<file path="config.mk">
export PLATFORM = sky130hd
export DESIGN_NAME = touch_five_point_calibrator
export DESIGN_NICKNAME = d
export VERILOG_FILES = /design/src/sv/tfpc_pkg.sv /design/src/sv/touch_five_point_calibrator.sv
export SDC_FILE = /design/constraint.sdc
export NUM_CORES = 2
export LEC_CHECK = 0
export BUFFER_PORTS_ARGS = -buffer_cell sky130_fd_sc_hd__buf_2
export CORE_MARGIN = 2
export CORE_UTILIZATION = 70
export DETAILED_ROUTE_END_ITERATION = 10
export PLACE_DENSITY = 0.93
export SYNTH_ARGS = -nofsm -noshare
export SYNTH_HDL_FRONTEND = slang
export SYNTH_SLANG_ARGS = --single-unit
</file>
<file path="constraint.sdc">
create_clock -name clk -period 15.8 [get_ports clk]
set_input_delay 0.79 -clock clk [delete_from_list [all_inputs] [get_ports clk]]
set_output_delay 0.79 -clock clk [all_outputs]
set_load 0.02 [all_outputs]
</file>
<file path="src/sv/tfpc_pkg.sv">
`timescale 1ns / 1ps
package tfpc_pkg;

  localparam int NUM_POINTS_DEF = 5;
  localparam int COORD_W        = 12;
  localparam int BOUND_W        = 16;

  localparam logic [11:0] EDGE_LO = 12'd50;
  localparam logic [11:0] EDGE_HI = 12'd4060;

  localparam logic [11:0] WIDTH_RST  = 12'd320;
  localparam logic [11:0] HEIGHT_RST = 12'd240;

  // n/280 = (n>>3)/35 and n/200 = (n>>3)/25, each as a multiply by a
  // reciprocal scaled by 2^27; exact for n below 2^24
  localparam logic [22:0] RCP_X  = 23'd3834793;
  localparam logic [22:0] RCP_Y  = 23'd5368710;
  localparam int          RCP_SH = 27;
  localparam logic signed [12:0] MARGIN = 13'sd20;

  localparam logic [1:0] ST_IGNORED = 2'd0;
  localparam logic [1:0] ST_STORED  = 2'd1;
  localparam logic [1:0] ST_FAILED  = 2'd2;
  localparam logic [1:0] ST_DONE    = 2'd3;

  localparam logic [1:0] REG_SWAP   = 2'd0;
  localparam logic [1:0] REG_WIDTH  = 2'd1;
  localparam logic [1:0] REG_HEIGHT = 2'd2;

  localparam logic [2:0] LAST_CHECK = 3'd6;

  typedef enum logic [3:0] {
    S_IDLE, S_EMIT,
    S_CHK_RD, S_CHK_A1, S_CHK_A2, S_CHK_B1, S_CHK_B2, S_CHK_CMP,
    S_BND_RD, S_BND_D1, S_BND_D2, S_MUL, S_DIV, S_RCP, S_ACC
  } state_t;

  typedef struct packed {
    logic [2:0] ia;
    logic [2:0] ja;
    logic [2:0] ib;
    logic [2:0] jb;
    logic       span;
    logic       axis_y;
  } chk_t;

  // Point order: 0 top left, 1 top right, 2 bottom left, 3 bottom right, 4 center.
  function automatic chk_t chk_sel(input logic [2:0] c);
    chk_t r;
    r = '0;
    case (c)
      3'd0: r = '{3'd0, 3'd1, 3'd2, 3'd3, 1'b0, 1'b0};
      3'd1: r = '{3'd0, 3'd2, 3'd1, 3'd3, 1'b0, 1'b0};
      3'd2: r = '{3'd1, 3'd2, 3'd0, 3'd3, 1'b0, 1'b0};
      3'd3: r = '{3'd4, 3'd0, 3'd4, 3'd3, 1'b1, 1'b0};
      3'd4: r = '{3'd4, 3'd0, 3'd4, 3'd3, 1'b1, 1'b1};
      3'd5: r = '{3'd4, 3'd1, 3'd4, 3'd2, 1'b1, 1'b0};
      3'd6: r = '{3'd4, 3'd1, 3'd4, 3'd2, 1'b1, 1'b1};
      default: r = '0;
    endcase
    return r;
  endfunction

endpackage

</file>
<file path="src/sv/touch_five_point_calibrator.sv">
`timescale 1ns / 1ps
// An ignored or stored sample is accepted and then emitted. The fifth sample is
// accepted, runs up to 7 checks, then bound setup and 4 bounds, each using a
// reciprocal multiply for the constant divide, and is then emitted.
// One sample in flight; output register lets the next sample enter while a
// result waits. Reset (sync, active high) clears the point count and
// registers to defaults; the point memory is not cleared.
module touch_five_point_calibrator #(
  parameter int NUM_POINTS = tfpc_pkg::NUM_POINTS_DEF
) (
  input  logic                                clk,
  input  logic                                rst,
  input  logic                                in_valid,
  output logic                                in_ready,
  input  logic [tfpc_pkg::COORD_W-1:0]        raw_x,
  input  logic [tfpc_pkg::COORD_W-1:0]        raw_y,
  output logic                                out_valid,
  input  logic                                out_ready,
  output logic [1:0]                          status,
  output logic [2:0]                          next_target,
  output logic signed [tfpc_pkg::BOUND_W-1:0] bound_x_min,
  output logic signed [tfpc_pkg::BOUND_W-1:0] bound_x_max,
  output logic signed [tfpc_pkg::BOUND_W-1:0] bound_y_min,
  output logic signed [tfpc_pkg::BOUND_W-1:0] bound_y_max,
  input  logic                                cfg_we,
  input  logic [1:0]                          cfg_idx,
  input  logic [tfpc_pkg::COORD_W-1:0]        cfg_wdata
);
  import tfpc_pkg::*;

  localparam int AW       = $clog2(NUM_POINTS);

  state_t state, state_next;

  logic        swap_axes;
  logic [11:0] screen_width, screen_height;
  logic [AW-1:0] cnt;

  logic [23:0] mem [NUM_POINTS];
  logic [23:0] rd_a, rd_b;
  logic          rd_en;
  logic [AW-1:0] addr_a, addr_b;

  logic [2:0]  chk;
  chk_t        cs;
  logic [24:0] acc_a, acc_b;
  logic [11:0] dyreg;
  logic [11:0] ddx, ddy, span_v;
  logic [23:0] sq_x, sq_y;
  logic [27:0] five_a, three_b, two_a;
  logic        pass;

  logic signed [12:0] dxr, dyr, dsel, fsel;
  logic [11:0] x0, y0;
  logic [1:0]  job;
  logic signed [25:0] prod;
  logic        neg;
  logic [23:0] mag;
  logic [22:0] recip;
  logic [43:0] rcp_prod;
  logic [16:0] quo;
  logic signed [17:0] q;
  logic signed [18:0] val;
  logic signed [15:0] sat;

  logic [1:0]  res_status;
  logic [2:0]  res_target;
  logic signed [15:0] res_xmin, res_xmax, res_ymin, res_ymax;

  logic accept, reject, fifth;
  logic [11:0] sx, sy;

  assign accept = in_valid && in_ready;
  assign reject = raw_x <= EDGE_LO || raw_y <= EDGE_LO ||
                  raw_x >= EDGE_HI || raw_y >= EDGE_HI;
  assign fifth  = cnt == AW'(NUM_POINTS - 1);
  assign sx     = swap_axes ? raw_y : raw_x;
  assign sy     = swap_axes ? raw_x : raw_y;

  assign cs = chk_sel(chk);

  always_comb begin
    ddx = (rd_a[11:0] > rd_b[11:0]) ? rd_a[11:0] - rd_b[11:0] : rd_b[11:0] - rd_a[11:0];
    ddy = (rd_a[23:12] > rd_b[23:12]) ? rd_a[23:12] - rd_b[23:12]
                                      : rd_b[23:12] - rd_a[23:12];
    span_v = cs.axis_y ? ddy : ddx;
    sq_x = ddx * ddx;
    sq_y = dyreg * dyreg;
    five_a  = {acc_a, 2'b00} + 28'(acc_a);
    three_b = {2'b00, acc_b, 1'b0} + 28'(acc_b);
    two_a   = {2'b00, acc_a, 1'b0};
    pass = (cs.span || (acc_a != '0 && acc_b != '0)) &&
           five_a >= three_b && two_a <= three_b;
  end

  // bound arithmetic
  always_comb begin
    dsel = job[1] ? dyr : dxr;
    if (!job[0]) fsel = MARGIN;
    else if (!job[1]) fsel = $signed({1'b0, screen_width}) - MARGIN;
    else fsel = $signed({1'b0, screen_height}) - MARGIN;
    recip    = job[1] ? RCP_Y : RCP_X;
    rcp_prod = 44'(mag[23:3]) * 44'(recip);
    q   = neg ? -$signed({1'b0, quo}) : $signed({1'b0, quo});
    val = job[1] ? $signed({7'd0, y0}) : $signed({7'd0, x0});
    val = job[0] ? val + 19'(q) : val - 19'(q);
    if (val > 19'sd32767) sat = 16'sh7fff;
    else if (val < -19'sd32768) sat = 16'sh8000;
    else sat = val[15:0];
  end

  // next state
  always_comb begin
    state_next = state;
    unique case (state)
      S_IDLE:    if (accept) state_next = (!reject && fifth) ? S_CHK_RD : S_EMIT;
      S_EMIT:    if (!out_valid || out_ready) state_next = S_IDLE;
      S_CHK_RD:  state_next = S_CHK_A1;
      S_CHK_A1:  state_next = S_CHK_A2;
      S_CHK_A2:  state_next = S_CHK_B1;
      S_CHK_B1:  state_next = S_CHK_B2;
      S_CHK_B2:  state_next = S_CHK_CMP;
      S_CHK_CMP: begin
        if (!pass) state_next = S_EMIT;
        else if (chk == LAST_CHECK) state_next = S_BND_RD;
        else state_next = S_CHK_RD;
      end
      S_BND_RD:  state_next = S_BND_D1;
      S_BND_D1:  state_next = S_BND_D2;
      S_BND_D2:  state_next = S_MUL;
      S_MUL:     state_next = S_DIV;
      S_DIV:     state_next = S_RCP;
      S_RCP:     state_next = S_ACC;
      S_ACC:     state_next = (job == 2'd3) ? S_EMIT : S_MUL;
      default:   state_next = S_IDLE;
    endcase
  end

  // outputs of the sequencer
  always_comb begin
    in_ready = 1'b0;
    rd_en    = 1'b0;
    addr_a   = '0;
    addr_b   = '0;
    unique case (state)
      S_IDLE:   in_ready = 1'b1;
      S_CHK_RD: begin
        rd_en = 1'b1; addr_a = AW'(cs.ia); addr_b = AW'(cs.ja);
      end
      S_CHK_A2: begin
        rd_en = 1'b1; addr_a = AW'(cs.ib); addr_b = AW'(cs.jb);
      end
      S_BND_RD: begin
        rd_en = 1'b1; addr_a = AW'(0); addr_b = AW'(1);
      end
      S_BND_D1: begin
        rd_en = 1'b1; addr_a = AW'(0); addr_b = AW'(2);
      end
      default: ;
    endcase
  end

  // point memory
  always_ff @(posedge clk) begin
    if (accept && !reject) mem[cnt] <= {sy, sx};
    if (rd_en) begin
      rd_a <= mem[addr_a];
      rd_b <= mem[addr_b];
    end
  end

  // control state
  always_ff @(posedge clk) begin
    if (rst) begin
      state         <= S_IDLE;
      cnt           <= '0;
      swap_axes     <= 1'b0;
      screen_width  <= WIDTH_RST;
      screen_height <= HEIGHT_RST;
      out_valid     <= 1'b0;
    end else begin
      state <= state_next;
      if (cfg_we) begin
        unique case (cfg_idx)
          REG_SWAP:   swap_axes     <= cfg_wdata[0];
          REG_WIDTH:  screen_width  <= cfg_wdata;
          REG_HEIGHT: screen_height <= cfg_wdata;
          default: ;
        endcase
      end
      if (accept && !reject) cnt <= fifth ? '0 : cnt + AW'(1);
      if (state == S_EMIT && (!out_valid || out_ready)) out_valid <= 1'b1;
      else if (out_ready) out_valid <= 1'b0;
    end
  end

  // datapath
  always_ff @(posedge clk) begin
    case (state)
      S_IDLE: begin
        chk        <= '0;
        res_xmin   <= '0;
        res_xmax   <= '0;
        res_ymin   <= '0;
        res_ymax   <= '0;
        if (reject) begin
          res_status <= ST_IGNORED;
          res_target <= 3'(cnt);
        end else begin
          res_status <= ST_STORED;
          res_target <= 3'(cnt) + 3'd1;
        end
      end
      S_EMIT: begin
        if (!out_valid || out_ready) begin
          status      <= res_status;
          next_target <= res_target;
          bound_x_min <= res_xmin;
          bound_x_max <= res_xmax;
          bound_y_min <= res_ymin;
          bound_y_max <= res_ymax;
        end
      end
      S_CHK_A1: begin
        acc_a <= cs.span ? 25'(span_v) : 25'(sq_x);
        dyreg <= ddy;
      end
      S_CHK_A2: if (!cs.span) acc_a <= acc_a + 25'(sq_y);
      S_CHK_B1: begin
        acc_b <= cs.span ? 25'(span_v) : 25'(sq_x);
        dyreg <= ddy;
      end
      S_CHK_B2: if (!cs.span) acc_b <= acc_b + 25'(sq_y);
      S_CHK_CMP: begin
        chk <= chk + 3'd1;
        if (!pass) begin
          res_status <= ST_FAILED;
          res_target <= '0;
        end
      end
      S_BND_D1: begin
        x0  <= rd_a[11:0];
        dxr <= $signed({1'b0, rd_b[11:0]}) - $signed({1'b0, rd_a[11:0]});
      end
      S_BND_D2: begin
        y0  <= rd_a[23:12];
        dyr <= $signed({1'b0, rd_b[23:12]}) - $signed({1'b0, rd_a[23:12]});
        job <= '0;
      end
      S_MUL: prod <= dsel * fsel;
      S_DIV: begin
        // sign and magnitude, so the quotient truncates toward zero
        neg <= prod[25];
        mag <= prod[25] ? 24'(-prod) : 24'(prod);
      end
      S_RCP: quo <= rcp_prod[RCP_SH+16:RCP_SH];
      S_ACC: begin
        unique case (job)
          2'd0: res_xmin <= sat;
          2'd1: res_xmax <= sat;
          2'd2: res_ymin <= sat;
          2'd3: res_ymax <= sat;
          default: ;
        endcase
        job        <= job + 2'd1;
        res_status <= ST_DONE;
        res_target <= '0;
      end
      default: ;
    endcase
  end

endmodule

</file>
==> impl_metrics.yaml <==
worst_setup_path:
  reg2reg_slack_ns: 6.11
  critical_path_required_ns: 16.15
  crit_path_max_incr_delay_ns: 0.64
  cp_max_fo: 11
  worst-path-buf-inv: 8
  crit_top_cell: "fa_1"
  crit_type: "flip-flop to flip-flop"
  slowest_stage: "xnor2_1"
  cp_top_family: "adder cells"
  cp.arrival_ns: 10.05
  critPathCaptureType: "flip-flop"
  startpoint_type: "flip-flop"
clock_tree:
  ctsResizeCount: 0
  clock-sinks: 520
  post-cts-setup-buffers: 0
  clockRootBuffer: "clkbuf_16"
  cts_buffer_depth: 3
  ctsHtreeMaxLevel: 2
  cts_tree: "yes"
  clkTransAtPathRegs_ns: 0.08
  postCtsHoldBufs: 0
  clk_latency_ns: 0.64
  cts-buffers-inserted: 52
logic_synthesis:
  synthFlopType: "edfxtp_1"
  synth-edff-count: 487
  yosys.area.top_type: "edfxtp_1"
  synth_cell_types: 91
  syn_inst: 5426
  synthArstFlopShare_pct: 0
  syn_area_mm2: 0.0548
  ys_warn_count: 0
  syn_avg_cell_area_um2: 10.1
  yosysSeqAreaShare_pct: 27.9
  ys_ff_latch: 520
  post-synth-top-area-fraction_pct: 26.7
  synthTopCellsByArea: "edfxtp_1, fa_1, ha_1"
timing:
  min_period_over_period_pct: 61.3
  rsz0062_at_grt: "false"
  fmax_mhz: 103
  finalSetupViolCount: 0
  finClkSkew_ns: 0.0321
  fin_tns_setup_ns: 0
  worst_pin_slew_ns: 1.14
  hold_viol_final: 0
  period_needed_ns: 9.69
  slew_violations: 0
  relSlewSlack_pct: 23.5
floorplanning:
  core_area_mm2: 0.0775
  die_x_um: 284
  io_pins: 114
  rows: 102
  die_area_mm2: 0.0805
  start_util_pct: 70.7
  fp.dieH_um: 284
pwr:
  combPwrFrac_pct: 57.5
  power_frac_clock_pct: 17.3
  power_density_mw_per_mm2: 125
  p_leak_nw: 27.3
  p_sw_share_pct: 42.8
  p_sw_w: 0.00312
  ir_worst_vdd_v: 0.000332
  p_seq_share_pct: 25.2
  p_int_w: 0.00417
routing:
  vias: 41100
  drtAntennaViolNets: 0
  vias_per_cell: 6.24
  postRouteWirelength_mm: 144
  drt_iter0_markers: 4451
  wl_per_cell_um: 21.8
  drcViolationCount: 0
  first_pass_iters: 7
placed_design:
  portBuffers: 113
  place.gp.congestion: 0.991
  dp_hpwl_mm: 111
finish:
  final_util_pct: 75.2
  syn_to_final_growth_pct: 6.39
  regArea_mm2: 0.0153
  drive_gt1_share_pct: 6.47
  fin_nets: 6795
  fill_cells: 4717
  multi_input_area_mm2: 0.0355
run_status:
  status: "completed"
flow_run:
  cap_violations: 0
global_route:
  grt_overflow: 0
  grt_max_degree: 70
  grt_pass1_wl_mm: 229
  grt_util_all_layers_pct: 36.2
  antenna_found_initial: 2
  grt_pass1_vias: 43400
worst_hold_path:
  hp-class: "input port to flip-flop"
==> worst min-delay path, stage by stage <==
cell	delay, ns
buf_2	0.10
nand2_1	0.06
nand3b_1	0.07
==> area by class of cell <==
cell class	count	area share (%)
Antenna cell	1	0.00429
Clock inverter	34	0.620
Sequential cell	520	26.2
Tap cell	1040	2.23
Multi-Input combinational cell	3825	61.0
Inverter	960	6.18
Clock buffer	62	2.31
Timing Repair Buffer	150	1.45
==> synthesized netlist by cell type, drive strengths merged, types with 6 or more instances <==
library cell  number
inv              955
ha               627
fa               616
nand2            546
edfxtp           487
nor2             319
a21oi            230
xnor2            198
o21ai            180
clkbuf           129
a21o             112
and2              98
xor2              93
nand3             80
mux2              58
nor3              57
a211oi            49
a31oi             47
nor2b             47
mux2i             45
nand2b            35
dfxtp             33
o21a              30
o31ai             27
o21bai            26
or3               26
nand4             23
or2               23
and3              22
buf               16
nor4              15
o41ai             13
nand3b            12
o22ai             11
and4              10
o211ai            10
or4               10
o31a               9
a21boi             8
a2111oi            7
a31o               7
a41oi              6
==> registers in the layout, summed over array words and instances (netlist names), 16 cells and up <==
| register | cells |
|---|---|
| mag | 21 |
| res_ymax | 16 |
| bound_y_max | 16 |
| rd_b | 24 |
| mem | 120 |
| res_xmin | 16 |
| acc_b | 25 |
| prod | 25 |
| res_xmax | 16 |
| quo | 17 |
| bound_x_max | 16 |
| bound_x_min | 16 |
| res_ymin | 16 |
| rd_a | 24 |
| bound_y_min | 16 |
| acc_a | 25 |
==> power by group through the flow <==
stage | sequential [W] | clock (W) | combinational, W
detailed placement | 0.00186 | 0 | 0.00402
floorplan | 0.00186 | 0 | 0.00300
finish | 0.00184 | 0.00126 | 0.00419
CTS | 0.00183 | 0.00126 | 0.00409
global placement | 0.00186 | 0 | 0.00384
global route | 0.00184 | 0.00131 | 0.00467
==> layout by cell type (no fill, tap or decap), drive strengths merged, types with 30 or more instances in the layout <==
cell type / n
inv: 957
ha: 627
fa: 616
nand2: 546
edfxtp: 487
nor2: 319
a21oi: 230
xnor2: 198
o21ai: 180
buf: 150
a21o: 112
and2: 98
xor2: 93
nand3: 80
clkbuf: 62
mux2: 58
nor3: 57
a211oi: 49
a31oi: 47
nor2b: 47
mux2i: 45
nand2b: 35
dfxtp: 33
o21a: 30
==> metal layers <==
layer | vias to the layer above | track usage (%) | share of wire (%) | wire length (um)
li1 | 18100 | - | - | -
met1 | 19900 | 44.9 | 36 | 51800
met2 | 2487 | 60.1 | 48 | 68700
met3 | 645 | 6.09 | 9.5 | 13600
met4 | 2 | 21.3 | 6.8 | 9800
met5 | - | 0 | 0.030 | 43
==> metrics by stage <==
stage,setup slack (ns),hold WS [ns],instances,total power [W],cell area (um2)
detailed placement,6.24,0.405,6495,0.00588,56600
global placement,6.50,0.401,6495,0.00570,56600
floorplan,6.95,0.400,5450,0.00486,54900
global route,5.59,0.389,6592,0.00781,58300
finish,6.11,0.402,6592,0.00729,58300
CTS,6.19,0.366,6591,0.00718,58300
==> cell families (layout without fill, tap and decap cells) <==
logic type	count (synthesis)	after routing	synth area share, %
fa+ha+maj	1243	1243	36.8
simple gates	1341	1341	11.4
buf+inv	1105	1206	7.60
flops	520	520	27.9
xor+xnor	291	291	4.68
compound gates	821	821	9.61
mux	103	103	2.01
other cells	2	27	0.0137
==> path summary, 6_finish.rpt <==
check,startpoint,end,cells past startpoint
setup / recovery,rd_a[0]$_DFFE_PN_,acc_a[23]$_DFFE_PP_,35
hold / removal,cfg_wdata[6],screen_width[6]$_SDFFE_PP1P_,3
setup reg to reg,rd_a[0]$_DFFE_PN_,acc_a[23]$_DFFE_PP_,35
hold reg to reg,res_target[0]$_SDFFCE_PP0P_,next_target[0]$_DFFE_PP_,0
(Power assumes the default switching activity.)
